--- src/rtl/lud_pkg.sv ---
`default_nettype none

package lud_pkg;

	// Matrix geometry: MAX_N rows of MAX_N coefficients plus the right-hand side.
	localparam int MAX_N = 8;
	localparam int STRIDE = MAX_N + 1;
	localparam int DEPTH = MAX_N * STRIDE;
	localparam int ADDR_W = $clog2(DEPTH);
	localparam int CNT_W = $clog2(MAX_N + 1);
	localparam int ROW_W = $clog2(MAX_N);

	// Fixed field widths of the block's ports.
	localparam int Q_W = 32;
	localparam int SIZE_W = 4;
	localparam int IDX_W = 3;

	// Source of the data written into the matrix store.
	typedef enum logic [2:0] {
		WS_COEF,
		WS_RES,
		WS_QUO,
		WS_RDATA,
		WS_OPA
	} wsel_t;

	// Commands from the controller to the datapath.
	typedef struct packed {
		logic              mem_we;
		wsel_t             wsel;
		logic [ADDR_W-1:0] waddr;
		logic [ADDR_W-1:0] raddr;
		logic              ld_base;
		logic              ld_opa;
		logic              mul_en;
		logic              acc_clr;
		logic              acc_add;
		logic              fin;
		logic              div_start;
		logic              emit;
		logic              emit_sing;
		logic [IDX_W-1:0]  emit_idx;
		logic              emit_last;
	} dp_cmd_t;

	// Status from the datapath to the controller.
	typedef struct packed {
		logic res_nz;
		logic div_idle;
	} dp_stat_t;

	// Word address of element (row, col) in the row-major store.
	function automatic logic [ADDR_W-1:0] cell_addr(input logic [CNT_W-1:0] row,
			input logic [CNT_W-1:0] col);
		return ADDR_W'(int'(row[ROW_W-1:0]) * STRIDE + int'(col));
	endfunction

endpackage

`default_nettype wire

--- src/rtl/lud_ctrl.sv ---
`default_nettype none

module lud_ctrl (
	input  wire                         clk,
	input  wire                         arst_n,
	input  wire                         start,
	input  wire                         cfg_we,
	input  wire  [lud_pkg::SIZE_W-1:0]  cfg_wdata,
	input  wire lud_pkg::dp_stat_t      stat,
	output logic                        busy,
	output lud_pkg::dp_cmd_t            cmd
);
	import lud_pkg::*;

	typedef enum logic [18:0] {
		S_IDLE   = 19'h00001,
		S_RBASE  = 19'h00002,
		S_BASE   = 19'h00004,
		S_TA     = 19'h00008,
		S_TB     = 19'h00010,
		S_MUL    = 19'h00020,
		S_ACC    = 19'h00040,
		S_FIN    = 19'h00080,
		S_DECIDE = 19'h00100,
		S_RDIV   = 19'h00200,
		S_DIVGO  = 19'h00400,
		S_DIVW   = 19'h00800,
		S_SWRA   = 19'h01000,
		S_SWRB   = 19'h02000,
		S_SWWA   = 19'h04000,
		S_SWWB   = 19'h08000,
		S_ORD    = 19'h10000,
		S_OUT    = 19'h20000,
		S_SING   = 19'h40000
	} state_t;

	// What the current dot-sum reduction is for.
	typedef enum logic [2:0] {
		C_PIV,
		C_UROW,
		C_LCOL,
		C_FWD,
		C_BACK
	} ctx_t;

	localparam logic [CNT_W-1:0] ONE = CNT_W'(1);

	state_t             state_q;
	ctx_t               ctx_q;
	logic [SIZE_W-1:0]  size_q;
	logic [CNT_W-1:0]   n;
	logic [CNT_W-1:0]   lrow_q, lcol_q;
	logic [CNT_W-1:0]   k_q, i_q, j_q, pr_q;
	logic [CNT_W-1:0]   r_q, c_q, h_q, hi_q;

	// Effective system size, clamped to 1..MAX_N.
	always_comb begin
		if (size_q == '0) begin
			n = ONE;
		end else if (int'(size_q) > MAX_N) begin
			n = CNT_W'(MAX_N);
		end else begin
			n = CNT_W'(size_q);
		end
	end

	assign busy = (state_q != S_IDLE);

	// Sequencer: loading, pivoting, factorization, substitution and readout.
	always_ff @(posedge clk or negedge arst_n) begin
		logic             go, do_nextk, do_fwd, do_back;
		logic [CNT_W-1:0] gr, gc, glo, ghi;
		if (!arst_n) begin
			state_q <= S_IDLE;
			ctx_q <= C_PIV;
			size_q <= SIZE_W'(MAX_N);
			lrow_q <= '0;
			lcol_q <= '0;
			k_q <= '0;
			i_q <= '0;
			j_q <= '0;
			pr_q <= '0;
			r_q <= '0;
			c_q <= '0;
			h_q <= '0;
			hi_q <= '0;
		end else begin
			go = 1'b0;
			do_nextk = 1'b0;
			do_fwd = 1'b0;
			do_back = 1'b0;
			gr = '0;
			gc = '0;
			glo = '0;
			ghi = '0;
			unique case (state_q)
				S_IDLE: begin
					if (start) begin
						if (lcol_q == n) begin
							lcol_q <= '0;
							if (lrow_q + ONE == n) begin
								lrow_q <= '0;
								k_q <= '0;
								i_q <= '0;
								ctx_q <= C_PIV;
								go = 1'b1;
							end else begin
								lrow_q <= lrow_q + ONE;
							end
						end else begin
							lcol_q <= lcol_q + ONE;
						end
					end
				end
				S_RBASE: state_q <= S_BASE;
				S_BASE:  state_q <= (h_q < hi_q) ? S_TA : S_FIN;
				S_TA:    state_q <= S_TB;
				S_TB:    state_q <= S_MUL;
				S_MUL:   state_q <= S_ACC;
				S_ACC: begin
					h_q <= h_q + ONE;
					state_q <= (h_q + ONE < hi_q) ? S_TA : S_FIN;
				end
				S_FIN: state_q <= S_DECIDE;
				S_DECIDE: begin
					unique case (ctx_q)
						C_PIV: begin
							if (stat.res_nz) begin
								pr_q <= i_q;
								if (i_q != k_q) begin
									j_q <= '0;
									state_q <= S_SWRA;
								end else begin
									ctx_q <= C_UROW;
									j_q <= k_q;
									go = 1'b1;
									gr = k_q;
									gc = k_q;
									ghi = k_q;
								end
							end else if (i_q + ONE == n) begin
								state_q <= S_SING;
							end else begin
								i_q <= i_q + ONE;
								go = 1'b1;
								gr = i_q + ONE;
								gc = k_q;
								ghi = k_q;
							end
						end
						C_UROW: begin
							if (j_q + ONE < n) begin
								j_q <= j_q + ONE;
								go = 1'b1;
								gr = k_q;
								gc = j_q + ONE;
								ghi = k_q;
							end else if (k_q + ONE < n) begin
								ctx_q <= C_LCOL;
								i_q <= k_q + ONE;
								go = 1'b1;
								gr = k_q + ONE;
								gc = k_q;
								ghi = k_q;
							end else begin
								do_nextk = 1'b1;
							end
						end
						C_FWD: begin
							if (i_q + ONE < n) begin
								i_q <= i_q + ONE;
								go = 1'b1;
								gr = i_q + ONE;
								gc = n;
								ghi = i_q + ONE;
							end else begin
								do_back = 1'b1;
							end
						end
						C_LCOL, C_BACK: state_q <= S_RDIV;
						default: state_q <= S_IDLE;
					endcase
				end
				S_RDIV:  state_q <= S_DIVGO;
				S_DIVGO: state_q <= S_DIVW;
				S_DIVW: begin
					if (stat.div_idle) begin
						if (ctx_q == C_LCOL) begin
							if (i_q + ONE < n) begin
								i_q <= i_q + ONE;
								go = 1'b1;
								gr = i_q + ONE;
								gc = k_q;
								ghi = k_q;
							end else begin
								do_nextk = 1'b1;
							end
						end else if (i_q == '0) begin
							state_q <= S_ORD;
						end else begin
							i_q <= i_q - ONE;
							go = 1'b1;
							gr = i_q - ONE;
							gc = n;
							glo = i_q;
							ghi = n;
						end
					end
				end
				S_SWRA: state_q <= S_SWRB;
				S_SWRB: state_q <= S_SWWA;
				S_SWWA: state_q <= S_SWWB;
				S_SWWB: begin
					if (j_q == n) begin
						ctx_q <= C_UROW;
						j_q <= k_q;
						go = 1'b1;
						gr = k_q;
						gc = k_q;
						ghi = k_q;
					end else begin
						j_q <= j_q + ONE;
						state_q <= S_SWRA;
					end
				end
				S_ORD: state_q <= S_OUT;
				S_OUT: begin
					if (i_q + ONE == n) begin
						state_q <= S_IDLE;
					end else begin
						i_q <= i_q + ONE;
						state_q <= S_ORD;
					end
				end
				S_SING: state_q <= S_IDLE;
				default: state_q <= S_IDLE;
			endcase

			// Advance to the next pivot column, or on to substitution.
			if (do_nextk) begin
				if (k_q + ONE < n) begin
					ctx_q <= C_PIV;
					k_q <= k_q + ONE;
					i_q <= k_q + ONE;
					go = 1'b1;
					gr = k_q + ONE;
					gc = k_q + ONE;
					glo = '0;
					ghi = k_q + ONE;
				end else begin
					do_fwd = 1'b1;
				end
			end
			if (do_fwd) begin
				if (n > ONE) begin
					ctx_q <= C_FWD;
					i_q <= ONE;
					go = 1'b1;
					gr = ONE;
					gc = n;
					glo = '0;
					ghi = ONE;
				end else begin
					do_back = 1'b1;
				end
			end
			if (do_back) begin
				ctx_q <= C_BACK;
				i_q <= n - ONE;
				go = 1'b1;
				gr = n - ONE;
				gc = n;
				glo = n;
				ghi = n;
			end

			// Launch a reduction: element (r, c) minus sum over h in [lo, hi).
			if (go) begin
				r_q <= gr;
				c_q <= gc;
				h_q <= glo;
				hi_q <= ghi;
				state_q <= S_RBASE;
			end

			// A size write restarts loading.
			if (cfg_we) begin
				size_q <= cfg_wdata;
				lrow_q <= '0;
				lcol_q <= '0;
			end
		end
	end

	// Datapath commands decoded from the state.
	always_comb begin
		cmd = '0;
		cmd.wsel = WS_RES;
		unique case (state_q)
			S_IDLE: begin
				cmd.mem_we = start;
				cmd.wsel = WS_COEF;
				cmd.waddr = cell_addr(lrow_q, lcol_q);
			end
			S_RBASE: begin
				cmd.raddr = cell_addr(r_q, c_q);
				cmd.acc_clr = 1'b1;
			end
			S_BASE: cmd.ld_base = 1'b1;
			S_TA:   cmd.raddr = cell_addr(r_q, h_q);
			S_TB: begin
				cmd.ld_opa = 1'b1;
				cmd.raddr = cell_addr(h_q, c_q);
			end
			S_MUL: cmd.mul_en = 1'b1;
			S_ACC: cmd.acc_add = 1'b1;
			S_FIN: cmd.fin = 1'b1;
			S_DECIDE: begin
				if (ctx_q == C_UROW) begin
					cmd.mem_we = 1'b1;
					cmd.waddr = cell_addr(k_q, j_q);
				end else if (ctx_q == C_FWD) begin
					cmd.mem_we = 1'b1;
					cmd.waddr = cell_addr(i_q, n);
				end
			end
			S_RDIV: begin
				cmd.raddr = (ctx_q == C_LCOL) ? cell_addr(k_q, k_q) : cell_addr(i_q, i_q);
			end
			S_DIVGO: cmd.div_start = 1'b1;
			S_DIVW: begin
				cmd.mem_we = stat.div_idle;
				cmd.wsel = WS_QUO;
				cmd.waddr = (ctx_q == C_LCOL) ? cell_addr(i_q, k_q) : cell_addr(i_q, n);
			end
			S_SWRA: cmd.raddr = cell_addr(k_q, j_q);
			S_SWRB: begin
				cmd.ld_opa = 1'b1;
				cmd.raddr = cell_addr(pr_q, j_q);
			end
			S_SWWA: begin
				cmd.mem_we = 1'b1;
				cmd.wsel = WS_RDATA;
				cmd.waddr = cell_addr(k_q, j_q);
			end
			S_SWWB: begin
				cmd.mem_we = 1'b1;
				cmd.wsel = WS_OPA;
				cmd.waddr = cell_addr(pr_q, j_q);
			end
			S_ORD: cmd.raddr = cell_addr(i_q, n);
			S_OUT: begin
				cmd.emit = 1'b1;
				cmd.emit_idx = i_q[IDX_W-1:0];
				cmd.emit_last = (i_q + ONE == n);
			end
			S_SING: cmd.emit_sing = 1'b1;
			default: cmd.wsel = WS_RES;
		endcase
	end

endmodule

`default_nettype wire

--- config.mk ---
export PLATFORM = sky130hd
export DESIGN_NAME = lud_ctrl
export DESIGN_NICKNAME = d
export VERILOG_FILES = /design/src/rtl/lud_pkg.sv /design/src/rtl/lud_ctrl.sv
export SDC_FILE = /design/constraint.sdc
export NUM_CORES = 1
export LEC_CHECK = 0
export BUFFER_PORTS_ARGS = -buffer_cell sky130_fd_sc_hd__buf_4
export CORE_MARGIN = 2
export CORE_UTILIZATION = 45
export CTS_CLUSTER_SIZE = 12
export DETAILED_ROUTE_END_ITERATION = 6
export GPL_TIMING_DRIVEN = 1
export PLACE_DENSITY_LB_ADDON = 0.05
export SYNTH_ARGS = -nofsm -noshare
export SYNTH_HDL_FRONTEND = slang
export SYNTH_SLANG_ARGS = --single-unit
--- constraint.sdc ---
create_clock -name clk -period 4 [get_ports clk]
set_input_delay 0.6 -clock clk [delete_from_list [all_inputs] [get_ports clk]]
set_output_delay 0.6 -clock clk [all_outputs]
set_load 0.02 [all_outputs]
==> flow_summary.json <==
{
  "status": "complete, but fails checks",
  "violations": "DRC",
  "timing.setup.critical_path_class": "flip-flop to output port",
  "die_width_um": 131,
  "hpwl_um": 23700,
  "ant_nets": 0,
  "grt-ovfl-total": 0,
  "core_area_mm2": 0.0158,
  "synth_area_per_cell_um2": 8.04,
  "antenna_cells": 0,
  "ctsHtreeMaxLevel": 3,
  "synthesis.area_mm2": 0.00724,
  "synth_top_area_share_pct": 21.4,
  "end_kind": "output port",
  "ys_ff_latch": 64,
  "cts_buffers": 9,
  "r2r_end": "c_q[2]",
  "cp-start-kind": "flip-flop",
  "yosysWarnings": 0,
  "grtUsageTotal_pct": 35.6,
  "hold_buffers": 0,
  "routabilityCongestion": 1.03,
  "finalWorstSetupSlack_ps": 155,
  "synth_most_common_cell": "nand2_1",
  "synthFlopType": "dfrtp_1",
  "worstSkewPairLatency_ps": 350,
  "wl_met3_um": 3150,
  "finalSetupViolCount": 0,
  "critPathMaxStageDelay_ps": 600,
  "rsz0062_at_grt": "no",
  "synth_cell_type_count": 85,
  "wl_met2_um": 13200,
  "ir_worst_vdd_v": 0.000205,
  "p_per_area_mw_per_mm2": 345,
  "vias_per_cell": 6.60,
  "drt_first_pass_iters": 7,
  "nNetsFinal": 1074,
  "yosys-top-cells-area": "dfrtp_1, ha_1, a21oi_1",
  "clk_path_buf_depth": 2,
  "fin_hold_ws_ps": 345,
  "vias": 7912,
  "r2r_slack_ps": 460,
  "max_slew.worst_pin.slew_ps": 898,
  "highest_layer": "met4",
  "power_leakage_nw": 3.94,
  "drive_above_1_share_pct": 17.0,
  "synth-async-reset-ratio_pct": 100,
  "post-place-ws_ps": 441,
  "routedWlPerCell_um": 24.9,
  "area_growth_pct": 17.4,
  "grt_pass1_wl_um": 45000,
  "path_clk_slew_ps": 60,
  "die_y_um": 131,
  "drtIter0Drc": 883,
  "timing.fmax_mhz": 260,
  "io_pins": 42,
  "path_max_fanout": 9,
  "hold_viol": 0,
  "seq_area_frac_synth_pct": 22.2,
  "start_util_pct": 45.7,
  "crit_chain": "or4_4 -> or2_1 -> or3_1 -> nor3b_2 -> nor2b_1 -> a21oi_1 -> nand3_1 -> buf_4",
  "port_buffers": 41,
  "dieArea_mm2": 0.0171,
  "rr_worst_depth": 9,
  "layout_min_cycle_time_ps": 3840,
  "antenna_found_initial": 1,
  "syn_inst": 900,
  "finalMaxSlewViolations": 0,
  "cp_slowest_cell": "nor3b_2",
  "synth_top_area_cell": "dfrtp_1",
  "wirelength_um": 29800,
  "placed_cell_area_mm2": 0.00816,
  "cts_root_buffer": "clkbuf_16",
  "tritoncts": "done",
  "final_cell_area_mm2": 0.00850,
  "startpoint": "state_q[4]",
  "timing.rr.start": "state_q[14]",
  "required_ps": 3400,
  "relSlewSlack_pct": 40.1,
  "synth_common_cells": "nand2_1, ha_1, a21oi_1",
  "worstPathArrival_ps": 3240,
  "maxCapViolations": 0,
  "wirelength_met1_um": 12300,
  "row_count": 46,
  "tns_ps": 0,
  "fin_crit_sh_pct": 96.1,
  "grt_pass1_vias": 7500,
  "grt_max_degree": 65,
  "fin_skew_ps": 15.5,
  "cts.sinks": 64,
  "drc_errors": 8,
  "hp-class": "primary input to async pin",
  "synth_fp_nets": 996,
  "synth-edff-count": 0
}
kinds of logic after synthesis:
group	synth area share (%)
AND/OR/NAND/NOR	24.1
AO/OA/AOI/OAI	26.0
adder cells (fa/ha/maj)	15.9
buffers and inverters	4.36
flip-flops	22.2
XOR/XNOR	6.26
multiplexers	1.24
flip-flops by register name (all words and copies together), names as in the netlist:
register	flops
hi_q	4
j_q	4
r_q	3
lrow_q	4
size_q	4
state_q	19
k_q	4
i_q	4
ctx_q	3
lcol_q	4
c_q	4
pr_q	3
h_q	4
what timing repair did:
item | 4_1_cts | 5_1_grt
gates resized for setup | 0 | 5
endpoints found under the setup margin | 0 | 6
buffers inserted | 0 | 4
cell type report:
class | instances | area, um^2
fillers | 1506 | 7330
multi-input cells | 755 | 5330
flip-flops and latches | 64 | 1610
repair buffers | 113 | 861
well taps | 216 | 270
clock buffers | 10 | 239
inverters | 35 | 133
clock inverters | 5 | 56.3
power breakdown:
group | internal [mW] | total (mW) | switching [mW] | leakage (nW)
clock | 0.496 | 0.810 | 0.314 | 0.145
combinational | 0.531 | 1.33 | 0.797 | 2.98
sequential | 0.704 | 0.794 | 0.0902 | 0.816
total | 1.73 | 2.93 | 1.20 | 3.94
worst max path at each step:
| stage | slack [ps] | endpoint | cells past startpoint |
|---|---|---|---|
| finish | 160 | cmd[16] | 8 |
| global route | 20 | cmd[16] | 8 |
| floorplan | 430 | cmd[24] | 12 |
| detailed placement | 440 | cmd[24] | 12 |
| CTS | 50 | cmd[24] | 12 |
| global placement | 420 | c_q[2] | 12 |
layout by cell type (no fill, tap or decap), types with 23 or more instances in the layout:
cell / netlist / layout
ha_1: 76 / 76
a21oi_1: 66 / 65
o21ai_0: 58 / 58
inv_1: 32 / 32
buf_4: 1 / 112
nand3_1: 40 / 40
nor2_1: 63 / 63
nand2_1: 88 / 88
dfrtp_1: 62 / 61
xnor2_1: 29 / 29
a21o_1: 23 / 23
through the flow:
stage / std cells / util [%] / power, mW
after floorplan: 900 / - / 1.60
after global placement: 1179 / 51.5 / 2.05
after detailed placement: 1179 / 51.5 / 2.07
after CTS: 1194 / 53.4 / 2.89
after global routing: 1198 / 53.7 / 3.09
final: 1198 / 53.7 / 2.93
worst max-delay path: cells and delay by family, from the launching register on:
kind	cells	cell delay, ps
AOI/OAI and AO/OA	1	80
buffers and inverters	1	150
DFF	1	410
and+or+nand+nor	6	2230
layer usage:
layer	vias up	global-route usage, %
li1	3542	-
met1	3824	47.5
met2	469	55.2
met3	77	8.84
met4	0	14.6
met5	-	0
(Power assumes the default switching activity.)
